[src/tasp_pkg.sv]
// shared types, widths and constants of the terrain aspect pipeline
// no dependencies
package tasp_pkg;

	localparam int ELEV_W   = 24;
	localparam int RES_W    = 16;
	localparam int GRAD_W   = 27;
	localparam int PROD_W   = 44;
	localparam int V_W      = 48;
	localparam int Z_W      = 28;
	localparam int ATAN_W   = 27;
	localparam int THETA_W  = 30;
	localparam int ASPECT_W = 13;
	localparam int ATAN_N   = 24;

	// normalized vector has its top bit here
	localparam int NORM_TOP = 44;

	// angles in 2^-20 degree
	localparam logic [ATAN_W-1:0]  DEG90     = 27'd94371840;
	localparam logic [THETA_W-1:0] DEG180    = 30'd188743680;
	localparam logic [THETA_W-1:0] DEG360    = 30'd377487360;
	localparam logic [THETA_W-1:0] ROUND_HALF = 30'd32768;

	// aspect codes in 1/16 degree
	localparam logic [ASPECT_W-1:0] ASP_ZERO = 13'd0;
	localparam logic [ASPECT_W-1:0] ASP_90   = 13'd1440;
	localparam logic [ASPECT_W-1:0] ASP_180  = 13'd2880;
	localparam logic [ASPECT_W-1:0] ASP_270  = 13'd4320;
	localparam logic [ASPECT_W:0]   ASP_FULL = 14'd5760;

	// atan(2^-i) in 2^-20 degree, rounded to nearest
	localparam logic [ATAN_W-1:0] ATAN_TAB [ATAN_N] = '{
		27'd47185920, 27'd27855475, 27'd14718068, 27'd7471121,
		27'd3750058,  27'd1876857,  27'd938658,   27'd469357,
		27'd234682,   27'd117342,   27'd58671,    27'd29335,
		27'd14668,    27'd7334,     27'd3667,     27'd1833,
		27'd917,      27'd458,      27'd229,      27'd115,
		27'd57,       27'd29,       27'd14,       27'd7
	};

	// configuration register indexes
	typedef enum logic [1:0] {
		REG_EW_RES  = 2'd0,
		REG_NS_RES  = 2'd1,
		REG_UPSLOPE = 2'd2
	} cfg_reg_t;

	// one 3x3 window without its center
	typedef struct packed {
		logic signed [ELEV_W-1:0] nw;
		logic signed [ELEV_W-1:0] n;
		logic signed [ELEV_W-1:0] ne;
		logic signed [ELEV_W-1:0] w;
		logic signed [ELEV_W-1:0] e;
		logic signed [ELEV_W-1:0] sw;
		logic signed [ELEV_W-1:0] s;
		logic signed [ELEV_W-1:0] se;
	} elev_win_t;

	// sign and zero status of the scaled gradients
	typedef struct packed {
		logic xz;
		logic yz;
		logic xneg;
		logic yneg;
	} quad_t;

	// vector handed from cell to cell
	typedef struct packed {
		logic signed [V_W-1:0] x;
		logic signed [V_W-1:0] y;
		logic signed [Z_W-1:0] z;
		quad_t                 q;
	} vec_t;

endpackage

[src/tasp_back.sv]
// quadrant mapping, rounding and special cases; holds the output register
// depends on tasp_pkg
module tasp_back import tasp_pkg::*; (
	input  logic                clk,
	input  logic                arst_n,
	input  logic                upslope,
	input  logic                valid_in,
	input  vec_t                vec_in,
	output logic                go,
	input  logic                out_stall,
	output logic                out_valid,
	output logic [ASPECT_W-1:0] aspect,
	output logic                undefined
);

	logic                valid_s1, valid_s2;
	logic [THETA_W-1:0]  theta_s1;
	quad_t               quad_s1;
	logic [ASPECT_W-1:0] aspect_s2;
	logic                undef_s2;
	logic                go1, go2;
	logic [ATAN_W-1:0]   phi;
	logic [THETA_W-1:0]  phi_w, theta;
	logic [THETA_W-1:0]  rsum;
	logic [ASPECT_W:0]   rnd;
	logic [ASPECT_W:0]   rwrap;
	logic [ASPECT_W-1:0] asp_d;
	logic                undef_d;

	assign go2 = !valid_s2 || !out_stall;
	assign go1 = !valid_s1 || go2;
	assign go  = go1;

	// clamp to the first quadrant and map to the full circle
	always_comb begin
		if (vec_in.z[Z_W-1]) begin
			phi = '0;
		end else if (vec_in.z > $signed({{(Z_W-ATAN_W){1'b0}}, DEG90})) begin
			phi = DEG90;
		end else begin
			phi = vec_in.z[ATAN_W-1:0];
		end
		phi_w = {{(THETA_W-ATAN_W){1'b0}}, phi};
		case ({vec_in.q.yneg, vec_in.q.xneg})
			2'b00:   theta = phi_w;
			2'b10:   theta = DEG180 - phi_w;
			2'b11:   theta = DEG180 + phi_w;
			default: theta = DEG360 - phi_w;
		endcase
	end

	// round to 1/16 degree, wrap a full turn, pick the special cases
	always_comb begin
		rsum    = theta_s1 + ROUND_HALF;
		rnd     = rsum[THETA_W-1 -: (ASPECT_W+1)];
		rwrap   = (rnd >= ASP_FULL) ? (rnd - ASP_FULL) : rnd;
		undef_d = 1'b0;
		if (quad_s1.yz && quad_s1.xz) begin
			asp_d   = ASP_ZERO;
			undef_d = 1'b1;
		end else if (quad_s1.yz) begin
			asp_d = (quad_s1.xneg ^ upslope) ? ASP_270 : ASP_90;
		end else if (quad_s1.xz) begin
			asp_d = quad_s1.yneg ? ASP_180 : ASP_ZERO;
		end else begin
			asp_d = rwrap[ASPECT_W-1:0];
		end
	end

	always_ff @(posedge clk or negedge arst_n) begin
		if (!arst_n) begin
			valid_s1 <= 1'b0;
			valid_s2 <= 1'b0;
		end else begin
			if (go1) valid_s1 <= valid_in;
			if (go2) valid_s2 <= valid_s1;
		end
	end

	always_ff @(posedge clk) begin
		if (go1) begin
			theta_s1 <= theta;
			quad_s1  <= vec_in.q;
		end
		if (go2) begin
			aspect_s2 <= asp_d;
			undef_s2  <= undef_d;
		end
	end

	assign out_valid = valid_s2;
	assign aspect    = aspect_s2;
	assign undefined = undef_s2;

endmodule

[config.mk]
export PLATFORM = sky130hd
export DESIGN_NAME = tasp_back
export DESIGN_NICKNAME = d
export VERILOG_FILES = /design/src/tasp_pkg.sv /design/src/tasp_back.sv
export SDC_FILE = /design/constraint.sdc
export NUM_CORES = 1
export LEC_CHECK = 0
export BUFFER_PORTS_ARGS = -buffer_cell sky130_fd_sc_hd__buf_2
export CAP_MARGIN = 20
export CELL_PAD_IN_SITES_DETAIL_PLACEMENT = 0
export CELL_PAD_IN_SITES_GLOBAL_PLACEMENT = 1
export CORE_MARGIN = 4
export CORE_UTILIZATION = 34
export DETAILED_ROUTE_END_ITERATION = 12
export PLACE_DENSITY = 0.94
export SETUP_SLACK_MARGIN = 0.4
export SLEW_MARGIN = 10
export SYNTH_ARGS = -nofsm -noshare
export SYNTH_HDL_FRONTEND = slang
export SYNTH_SLANG_ARGS = --single-unit
[constraint.sdc]
create_clock -name clk -period 4.3 [get_ports clk]
set_clock_uncertainty 0.05 [all_clocks]
set_input_delay 0.215 -clock clk [delete_from_list [all_inputs] [get_ports clk]]
set_output_delay 0.215 -clock clk [all_outputs]
set_load 0.01 [all_outputs]
### After elaboration in Yosys (flattened, before gate mapping)

Cells that the tools add are included.

* input bits: 133
* bits in registers: 50
* output and inout bits: 16

* reductions and logical operators: 7
* eq/ne operators: 2
* $lt $le $gt $ge: 2
* bitwise gates (word level): 1
* multiplexer cells: 9
* add/subtract/negate cells: 5

Operator list (count)
* 30-bit case mux with 3 select lines: 1
* 27-bit two-way mux: 2
* 13-bit two-way mux: 4
* 30-bit by 16-bit adder with 30-bit output (second input constant): 1
* 29-bit by 27-bit subtractor with 30-bit output (first input constant): 1
* 28-bit by 27-bit adder with 29-bit output (first input constant): 1
* 28-bit by 27-bit subtractor with 29-bit output (first input constant): 1
* 28-bit > comparator (second input constant): 1
* 14-bit by 13-bit greater-or-equal comparator with 1-bit output (second input constant): 1
* 13-bit subtractor (second input constant): 1
* 12-bit two-way mux: 1
* 2-bit equality test (second input constant): 2
* 1-bit zero test: 3
* 2-bit zero test: 1
* 1-bit logical OR: 2
* 1-bit logical AND: 1
* 1-bit two-way mux: 1
* 1-bit XOR: 1

### Logic depth before layout (Yosys ltp)

Gate-level depths: netlist (run 1).

* depth after elaboration: 5
* depth in mapped cells: 12
* gate-level depth less buffers: 10

### Least setup slack after synthesis (run 1)

OpenSTA, ideal clock, no wires.

* path type: flip-flop to flip-flop
* start point: register theta_s1[15]
* end point: register aspect_s2[11], in the netlist aspect[11], data pin
* path slack: 1.922 ns
* stages on the path, launching flop included: 10
* buffers on the path: 0
* clock period less this slack: 2.378 ns
* data arrival time: 2.073 ns
* data required time: 3.995 ns
* path through: edfxtp_1 > ha_1 > nand3_2 > nor2_1 > xnor2_1 > ha_1 > or3_1 > o32ai_1 > or3b_1 > a31o_1

* cells in the longest elaborated chain, start to end: 5

RTL lines
* start, declared: line tasp_back.sv:17 `logic [THETA_W-1:0] theta_s1;`
* start signal, assigned: line tasp_back.sv:82 `theta_s1 <= theta;`
* 30-bit by 16-bit adder with 30-bit output *: line tasp_back.sv:54 `rsum = theta_s1 + ROUND_HALF;`
* 13-bit subtractor / 14-bit by 13-bit greater-or-equal comparator with 1-bit output (equally long branches): line tasp_back.sv:56 `rwrap = (rnd >= ASP_FULL) ? (rnd - ASP_FULL) : rnd;`
* 13-bit two-way mux *: line tasp_back.sv:56
* 13-bit two-way mux *: line tasp_back.sv:63 `end else if (quad_s1.xz) begin`
* 13-bit two-way mux *: line tasp_back.sv:61 `end else if (quad_s1.yz) begin`
* end signal, assigned: line tasp_back.sv:86 `aspect_s2 <= asp_d;`
* end, declared: line tasp_back.sv:19 `logic [ASPECT_W-1:0] aspect_s2;`

Every way passes the cells marked *; elsewhere a longest branch is shown, timed or not.
A chain may end at the register's enable or synchronous reset.

### Final worst setup path (run 1)

* start point: register theta_s1[19]
* end point: register aspect_s2[11], in the netlist aspect[11], data pin

Same word-level chain as after synthesis.

==> impl_metrics.ini, run 1 <==
[grt]
busiest_layer = met2
antenna_found_initial = 0
grtUsageMet2 = 0.228
grt_use_total = 0.135
grt_pass1_wl_um = 9930
grtUsageMet1 = 0.174
gr-usage-met3 = 0.0203
grt_max_degree = 21
overflow = 0
grt_pass1_vias = 2170

[floorplan]
die_x_um = 95.7
start_util = 0.355
num_rows = 31
coreArea_um2 = 7370
io_pins = 149
die_y_um = 95.7
dieArea_um2 = 9160

[cells_and_area]
drive_gt1_frac = 0.216
antennaDiodeCount = 0
fin_util = 0.420
nFillCells = 735
multi_input_area_um2 = 1500
layout.cells.non_filler = 433
regArea_um2 = 1010
nets = 472
final_area_um2 = 3090
area_delta_synth_final_pct = 18.2

[timing]
slew_viol_final = 0
finalSetupViolations = 0
whs_ns = 0.0527
timing.fmax_mhz = 361
setup_tns_ns = 0
setup_ws_ns = 1.53
slew_headroom = 0.417
min_period_over_period = 0.643
tightest_slew_ns = 0.873
rsz0062_at_grt = false
hold_violations = 0
period_minus_slack_ns = 2.77

[yosys]
yosysSeqAreaShare = 0.387
yosysWarnings = 0
synthDistinctLibCells = 63
yosysMostFrequentCell = edfxtp_1
synth_enable_flop_cells = 32
ys_ff_latch = 34
yosys.area.top_type = edfxtp_1
syn_area_um2 = 2620
synthTopCellsByArea = edfxtp_1, xnor2_1, nor2_1
synth_top_area_share = 0.367
postSynth.asyncResetShare = 0.0588
syn_area_per_cell_um2 = 9.05
syn_nets = 428
synth_ff_type = edfxtp_1
syn_inst = 289
synth.top_cells.by_count = edfxtp_1, nor2_1, nand2_1

[drt]
wl_um = 5790
ant_nets = 0
drc = 0
first_iter_violations = 130
dr_total_vias = 2276
wl_per_cell_um = 13.4
firstDrtPassIters = 4
viasPerCell = 5.26

[cts]
clkSinkCount = 34
cts_buffer_depth = 2
cts_buffers = 5
cts_tree = done
cts-resized-gates = 0
clk_latency_ns = 0.29
clkTransAtPathRegs_ns = 0.07
cts-htree-levels = 2
cts_root_buf = clkbuf_8

[power_and_ir_drop]
power_switching_mw = 0.273
power_frac_seq = 0.437
leakagePower_nw = 1.18
irDropWorstVdd_uv = 132
p_int_mw = 0.753
power.density_nw_per_um2 = 332
combPwrFrac = 0.213
power_mw = 1.03
swShare = 0.266
pwr-share-clk = 0.349

[critical_path]
path_cells = nand3_1, nor3_1, xnor2_1, ha_1, or3_1, o32ai_1, o31ai_1, a31o_1
worstPathArrival_ns = 2.75
cp_top_family = simple AND/OR/NAND/NOR gates
cpPeakStageDelay_ns = 0.43
cp_slowest_cell = edfxtp_1
crit_type = register to register
critPathRequiredTime_ns = 4.29
cp_max_fo = 8
end_kind = register
cp_num_buf_inv = 0
critPathLaunchType = register

[outcome]
run_status = complete, no violations

[run]
maxCapViolCount = 0

[placement]
portBuffers = 52
dp_cells = 424
gp_congestion = 0.894
place_area_um2 = 2940
pre_cts_slack_ns = 1.58
dp_hpwl_um = 4600

[hold_path]
hold_path.class = input pin to register
path summary, 6_finish.rpt:
check | from | to | slack, ns | cells after the start
setup / recovery | theta_s1[19]$_DFFE_PP_ | aspect[11]$_SDFFCE_PP0P_ | 1.53 | 8
hold / removal | vec_in[2] | quad_s1[2]$_DFFE_PP_ | 0.05 | 1
setup reg to reg | theta_s1[19]$_DFFE_PP_ | aspect[11]$_SDFFCE_PP0P_ | 1.53 | 8
hold reg to reg | valid_s1$_DFFE_PN0P_ | out_valid$_DFFE_PN0P_ | 0.44 | 1
max in group asynchronous | arst_n | out_valid$_DFFE_PN0P_ | 3.93 | 2
min in group asynchronous | arst_n | valid_s1$_DFFE_PN0P_ | 0.18 | 2
kinds of logic after synthesis:
group / synth area share
compound gates: 0.188
xor+xnor: 0.0770
fa+ha+maj: 0.0287
buf+inv: 0.0402
flops: 0.387
mux: 0.0120
simple gates: 0.268
power groups by stage:
stage | clock, mW | combinational, mW | sequential [mW]
floorplan | 0 | 0.151 | 0.449
global placement | 0 | 0.214 | 0.454
detailed placement | 0 | 0.217 | 0.456
CTS | 0.368 | 0.219 | 0.449
global route | 0.381 | 0.247 | 0.455
finish | 0.358 | 0.219 | 0.449
timing repair:
item / 4_1_cts / 5_1_grt
buffers inserted: 0 / 0
endpoints found under the hold margin: 2 / 0
hold buffers: 1 / 0
layout by cell type (no fill, tap or decap), types with 3 or more instances in the layout:
master,synthesis,layout
buf_2,0,52
edfxtp_1,32,32
nor2_1,30,30
nand2_1,28,28
xnor2_1,14,14
inv_1,12,12
a21oi_1,11,11
o21ai_0,11,11
nand3_1,11,11
xor2_1,9,9
nor4_1,8,8
nor3_1,6,6
a31oi_1,6,6
nand4_1,6,6
ha_1,6,6
clkbuf_8,0,6
and2_1,5,5
o31ai_1,4,4
nor2b_1,3,3
or3_1,3,3
nor4b_1,3,3
nand2b_1,3,3
a211oi_1,3,3
o32ai_1,3,3
nor3b_1,3,3
sequential cells by signal (all words and copies together) (netlist names):
name / flops
valid_s1: 1
theta_s1: 14
undefined: 1
quad_s1: 4
aspect: 13
out_valid: 1
metal layers:
metal / part of all wire / vias to the layer above
li1: - / 1179
met1: 0.45 / 1025
met2: 0.47 / 65
met3: 0.060 / 7
met4: 0.015 / 0
met5: 0 / -
cell type report:
cell class | count | share of cell area
well taps | 99 | 0.0401
flip-flops and latches | 34 | 0.327
clock inverters | 2 | 0.0194
multi-input cells | 227 | 0.485
repair buffers | 53 | 0.0874
inverters | 12 | 0.0146
clock buffers | 6 | 0.0267
No activity file was read; power rests on OpenSTA's default activity.
==> run 2, diff against run 1 <==
--- a/config.mk
+++ b/config.mk
@@ -5,14 +5,15 @@
 export SDC_FILE = /design/constraint.sdc
 export NUM_CORES = 1
 export LEC_CHECK = 0
+export ABC_AREA = 1
 export BUFFER_PORTS_ARGS = -buffer_cell sky130_fd_sc_hd__buf_2
 export CAP_MARGIN = 20
 export CELL_PAD_IN_SITES_DETAIL_PLACEMENT = 0
 export CELL_PAD_IN_SITES_GLOBAL_PLACEMENT = 1
 export CORE_MARGIN = 4
-export CORE_UTILIZATION = 34
+export CORE_UTILIZATION = 31
 export DETAILED_ROUTE_END_ITERATION = 12
-export PLACE_DENSITY = 0.94
+export PLACE_DENSITY = 0.88
 export SETUP_SLACK_MARGIN = 0.4
 export SLEW_MARGIN = 10
 export SYNTH_ARGS = -nofsm -noshare
==> constraint.sdc (replaced) <==
create_clock -name clk -period 2.7 [get_ports clk]
set_clock_uncertainty 0.05 [all_clocks]
set_input_delay 0.135 -clock clk [delete_from_list [all_inputs] [get_ports clk]]
set_output_delay 0.135 -clock clk [all_outputs]
set_load 0.01 [all_outputs]
==> run 2 against run 1 <==
  * Worst hold slack better by 0.013 ns
  * Count of clock-buffer cells in the layout is 2 higher
  * Non-clock buffer count is 15 higher
  * Cell count is 36% higher
  * Routed wire length is 15% higher
  * Via count is 19% higher
  * Area after synthesis is 9.8% higher
  * Combinational power is 130% higher
  * Power is 61% higher
  * Fmax is 24% higher
  * Highest routed layer unchanged
  * Sequential share of layout area is 4.4 points lower
==> impl_metrics.ini, run 2 <==
[placement]
dp_hpwl_um = 5190
portBuffers = 52
dp_cells = 566
gp_congestion = 0.841

[yosys]
synthTopCellsByArea = edfxtp_1, nand2_1, inv_1
ys_ff_latch = 34
synth_top_area_share = 0.335
yosys.area_share.simple = 0.378
synth_ff_type = edfxtp_1
synth.top_cells.by_count = nand2_1, inv_1, nand3_1, nor2_1, edfxtp_1
synth_top_family_by_area = simple AND/OR/NAND/NOR gates
syn_area_per_cell_um2 = 7.05
synth_mux_area_frac = 0
synthDistinctLibCells = 40
yosysSeqAreaShare = 0.352
yosysMostFrequentCell = nand2_1
yosysWarnings = 0
postSynth.asyncResetShare = 0.0588
synth_enable_flop_cells = 32
syn_inst = 407
synth-xor-area-share = 0.0519
yosys.area.top_type = edfxtp_1
syn_nets = 546
synth_compound_area_frac = 0.0902
synthAdderAreaFrac = 0.0262
syn_area_um2 = 2870

[drt]
dr_total_vias = 2712
ant_nets = 0
met2_wirelength_um = 3400
wl_met3_um = 293
wl_um = 6680
highest-signal-layer = met4
wl_per_cell_um = 11.4
firstDrtPassIters = 4
drc = 0
first_iter_violations = 154
met1_length_um = 2860
viasPerCell = 4.62

[cells_and_area]
layout.cells.non_filler = 587
regMostFlops = theta_s1
nFillCells = 912
nets = 617
largest_reg_flops = 14
mostFrequentLayoutCell = nand2_1
area_delta_synth_final_pct = 24.6
drive_gt1_frac = 0.246
antennaDiodeCount = 0
final_cell_mix = nand2_1, inv_1, buf_2

[timing]
setup_tns_ns = 0
tightest_slew_ns = 0.874
period_minus_slack_ns = 2.23
min_period_over_period = 0.825
timing.fmax_mhz = 449
finalSetupViolations = 0
hold_violations = 0
slew_headroom = 0.416
rsz0062_at_grt = true
slew_viol_final = 0

[hold_path]
hold_path_end = quad_s1[1]$_DFFE_PP_
hp-start = vec_in[1]
hold_depth = 1
hold_path.class = input pin to register

[cts]
cts_buffers = 5
clkSinkCount = 34
cts_root_buf = clkbuf_8
cts_tree = done
clk_latency_ns = 0.29
cts_buffer_depth = 2
cts-htree-levels = 2
clkTransAtPathRegs_ns = 0.07

[outcome]
run_status = complete, no violations

[grt]
grt_use_total = 0.123
grt_max_degree = 22
grt_pass1_wl_um = 11300
antenna_found_initial = 0
overflow = 0
grt_pass1_vias = 2579

[power_and_ir_drop]
irDropWorstVdd_uv = 211
leakagePower_nw = 1.77
power.density_nw_per_um2 = 460

[floorplan]
dieArea_um2 = 10900
coreArea_um2 = 8850
die_y_um = 104
die_x_um = 104
start_util = 0.324
io_pins = 149
num_rows = 34

[critical_path]
critPathLaunchType = register
reg2reg_from = theta_s1[18]$_DFFE_PP_
worstPathArrival_ns = 2.32
end_kind = register
rr_worst_depth = 10
crit_type = register to register
cp_max_fo = 7
critPathRequiredTime_ns = 2.80
r2r_slack_ns = 0.47
timing.rr.end = aspect[7]$_SDFFCE_PP0P_

[run]
maxCapViolCount = 0
==> run 2: cell types whose count changed in the layout (fill, tap and decap cells not counted), moves of 9 or more <==
cell and delta:
nand3_1 +33, inv_1 +50, xnor2_1 -9, buf_4 +12
nor2_1 +16, nand2_1 +83
==> run 2: repair_timing <==
| item | 4_1_cts | 5_1_grt |
|---|---|---|
| pin swaps | 4 | 10 |
| gates resized for setup | 9 | 10 |
| setup endpoints to repair | 5 | 5 |
| hold endpoints to repair | 5 | 0 |
| buffers inserted | 3 | 6 |
| hold buffers | 4 | 0 |
==> run 2: kinds of logic after synthesis <==
group | after synthesis
buffers and inverters | 73
AND/OR/NAND/NOR | 238
AO/OA/AOI/OAI | 39
XOR/XNOR | 17
adder cells (fa/ha/maj) | 6
flip-flops | 34
==> run 2: through the flow <==
| stage | util | total power [mW] | hold WS, ns | setup slack, ns | cell area (um2) |
|---|---|---|---|---|---|
| after global routing | 0.404 | 1.75 | 0.0670 | 0.342 | 3580 |
| after CTS | 0.393 | 1.61 | 0.0612 | 0.399 | 3480 |
| after floorplan | - | 1.02 | -0.211 | 0.621 | 2870 |
| after global placement | 0.368 | 1.15 | -0.130 | 0.407 | 3260 |
| after detailed placement | 0.368 | 1.16 | -0.126 | 0.306 | 3260 |
| final | 0.404 | 1.65 | 0.0660 | 0.472 | 3580 |
==> run 2: worst max path at each step <==
stage	from	to	slack, ns	depth (start not counted)
2_1_floorplan	theta_s1[17]$_DFFE_PP_	aspect[11]$_SDFFCE_PP0P_	0.62	14
3_3_place_gp	theta_s1[15]$_DFFE_PP_	aspect[10]$_SDFFCE_PP0P_	0.41	11
3_5_place_dp	theta_s1[16]$_DFFE_PP_	aspect[10]$_SDFFCE_PP0P_	0.31	11
4_1_cts	theta_s1[16]$_DFFE_PP_	aspect[10]$_SDFFCE_PP0P_	0.40	12
5_1_grt	theta_s1[16]$_DFFE_PP_	aspect[7]$_SDFFCE_PP0P_	0.34	11
6_report	theta_s1[18]$_DFFE_PP_	aspect[7]$_SDFFCE_PP0P_	0.47	10
==> run 2: routing by layer <==
metal / track usage / vias to the layer above
met5: 0 / -
met4: 0.0370 / 0
met3: 0.0242 / 10
met2: 0.225 / 60
met1: 0.145 / 1193
li1: - / 1449
==> run 2: layout make-up <==
class	count	area [um2]	area share
well taps	108	135	0.0378
repair buffers	68	390	0.109
flip-flops and latches	34	1010	0.283
clock buffers	8	110	0.0308
inverters	69	262	0.0731
multi-input cells	300	1670	0.467
==> run 2: critical path: stages, from the launching register on <==
cell	delay (ns)
edfxtp_1	0.51
nand3_4	0.15
nor3_4	0.22
nand3_2	0.13
xnor2_2	0.22
buf_4	0.17
nor2_4	0.04
nand3_4	0.13
nand2_4	0.08
or2_1	0.25
a21oi_2	0.12
==> run 2: power breakdown <==
group,total (mW),switching (mW),internal [mW]
combinational,0.511,0.312,0.199
clock,0.432,0.175,0.257
sequential,0.705,0.0411,0.664
total,1.65,0.528,1.12
==> run 3, diff against run 2 <==
--- a/config.mk
+++ b/config.mk
@@ -11,9 +11,9 @@
 export CELL_PAD_IN_SITES_DETAIL_PLACEMENT = 0
 export CELL_PAD_IN_SITES_GLOBAL_PLACEMENT = 1
 export CORE_MARGIN = 4
-export CORE_UTILIZATION = 31
+export CORE_UTILIZATION = 28
 export DETAILED_ROUTE_END_ITERATION = 12
-export PLACE_DENSITY = 0.88
+export PLACE_DENSITY = 0.84
 export SETUP_SLACK_MARGIN = 0.4
 export SLEW_MARGIN = 10
 export SYNTH_ARGS = -nofsm -noshare
==> constraint.sdc (replaced) <==
create_clock -name clk -period 1.9 [get_ports clk]
set_clock_uncertainty 0.05 [all_clocks]
set_input_delay 0.095 -clock clk [delete_from_list [all_inputs] [get_ports clk]]
set_output_delay 0.095 -clock clk [all_outputs]
set_load 0.01 [all_outputs]
==> run 3 against run 2 <==
  * The flow now finishes with violations (setup timing)
  * Highest routed layer unchanged
  * Cell count is 23% higher
  * Worst hold slack worse by 0.013 ns
  * Combinational power rose to 2.5 times the previous value
  * Routed wire length grew 31%
==> impl_metrics.ini, run 3 (same netlist as run 2, synthesis figures left out) <==
[cells_and_area]
nFillCells = 863
final_area_um2 = 5340
final_cell_mix = buf_4, nand2_1, buf_2
fin_util = 0.541
antennaDiodeCount = 0
multi_input_area_um2 = 2270
nets = 726
mostFrequentLayoutCell = buf_4
regArea_um2 = 1010
regMostFlops = theta_s1
area_delta_synth_final_pct = 86.0
drive_gt1_frac = 0.583
largest_reg_flops = 14

[grt]
overflow = 0
grt_max_degree = 19
grt_pass1_vias = 3171
grt_pass1_wl_um = 14000
grt_use_total = 0.144
antenna_found_initial = 0

[critical_path]
critPathLaunchType = register
end_kind = register
critPathRequiredTime_ns = 1.87
critPathMostFrequentCell = nand2_1
cp_slowest_cell = edfxtp_1
path_cells = ha_4, nand3_4, nor3_4, xor2_2, buf_4, ha_4, inv_2, nand3_2, xor2_1, nand2_1, nand2_1, nand2_1, nand2_1
cp_top_family = simple AND/OR/NAND/NOR gates
crit_type = register to register
cpPeakStageDelay_ns = 0.40
cp_num_buf_inv = 2
cp_max_fo = 3
worstPathArrival_ns = 2.06

[drt]
ant_nets = 0
dr_total_vias = 3216
viasPerCell = 4.46
first_iter_violations = 126
wl_um = 8750
firstDrtPassIters = 4
drc = 0
wl_per_cell_um = 12.1

[timing]
setup_ws_ns = -0.184
whs_ns = 0.0526
slew_viol_final = 0
rsz0062_at_grt = true
min_period_over_period = 1.10
slew_headroom = 0.607
hold_violations = 0
finalSetupViolations = 9
timing.fmax_mhz = 480
tightest_slew_ns = 0.589
period_minus_slack_ns = 2.08

[placement]
dp_hpwl_um = 6210
portBuffers = 52
gp_congestion = 0.910
pre_cts_slack_ns = -0.305
place_area_um2 = 4140

[power_and_ir_drop]
power.density_nw_per_um2 = 518
power_mw = 2.77
leakagePower_nw = 2.52
irDropWorstVdd_uv = 269

[cts]
clkTransAtPathRegs_ns = 0.07
cts_buffer_depth = 2
cts_tree = done
clk_latency_ns = 0.28
cts_root_buf = clkbuf_8
cts-htree-levels = 2
cts_buffers = 5
clkSinkCount = 34

[outcome]
run_status = finished with violations
violations = setup timing

[run]
maxCapViolCount = 0

[floorplan]
die_y_um = 109
io_pins = 149
coreArea_um2 = 9860
num_rows = 36
die_x_um = 109
dieArea_um2 = 11900
start_util = 0.291

[hold_path]
hold_path.class = input pin to register
==> run 3: cell count changes in the layout (fill, tap and decap cells not counted), sizes merged <==
cell	delta
buf	+109
==> run 3: repair_timing <==
item                       in CTS  in global routing
setup buffers                  18                 16
resized for setup             116                 68
hold endpoints to repair        5                  0
cloned                          1                  0
hold buffers                    4                  0
setup endpoints to repair      21                 22
pin swaps                      56                 54
==> run 3: worst reg2reg max path, cell delays in order (launching register included) <==
cell	delay, ns
edfxtp_1	0.40
ha_4	0.17
nand3_4	0.10
nor3_4	0.22
xor2_2	0.11
buf_4	0.15
ha_4	0.15
inv_2	0.06
nand3_2	0.08
xor2_1	0.14
nand2_1	0.06
nand2_1	0.05
nand2_1	0.05
nand2_1	0.06
==> run 3: final cells by class <==
cell class,instances,share of cell area
Timing Repair Buffer,177,0.278
Clock buffer,8,0.0150
Inverter,69,0.0609
Tap cell,133,0.0312
Sequential cell,34,0.189
Multi-Input combinational cell,300,0.426
==> run 3: metrics by stage <==
| step | setup TNS (ns) | instances |
|---|---|---|
| global route | -2.18 | 721 |
| global placement | -2.81 | 674 |
| finish | -0.948 | 721 |
| floorplan | -0.528 | 407 |
| detailed placement | -3.32 | 674 |
| CTS | -1.36 | 705 |
==> run 3: routing by layer <==
layer | share of wire | global-route usage | wire (um)
met1 | 0.39 | 0.164 | 3430
met2 | 0.53 | 0.269 | 4660
met3 | 0.042 | 0.0195 | 369
met4 | 0.032 | 0.0606 | 278
met5 | 0 | 0 | 0
==> run 3: where the power goes <==
part,internal [mW],switching (mW),leakage (nW),total (mW)
Combinational,0.631,0.655,2.12,1.29
Sequential,0.943,0.0512,0.354,0.994
Clock,0.260,0.226,0.0395,0.485
Total,1.83,0.932,2.52,2.77
==> run 3: path summary, 6_finish.rpt <==
| path | to | slack (ns) | cells past startpoint | startpoint |
|---|---|---|---|---|
| worst min register to register | out_valid$_DFFE_PN0P_ | 0.43 | 2 | valid_s1$_DFFE_PN0P_ |
| max in group asynchronous | valid_s1$_DFFE_PN0P_ | 1.63 | 2 | arst_n |
| worst max-delay path | aspect[11]$_SDFFCE_PP0P_ | -0.18 | 13 | theta_s1[15]$_DFFE_PP_ |
| worst max register to register | aspect[11]$_SDFFCE_PP0P_ | -0.18 | 13 | theta_s1[15]$_DFFE_PP_ |
| worst min-delay path | quad_s1[1]$_DFFE_PP_ | 0.05 | 1 | vec_in[1] |
| min in group asynchronous | out_valid$_DFFE_PN0P_ | 0.08 | 2 | arst_n |
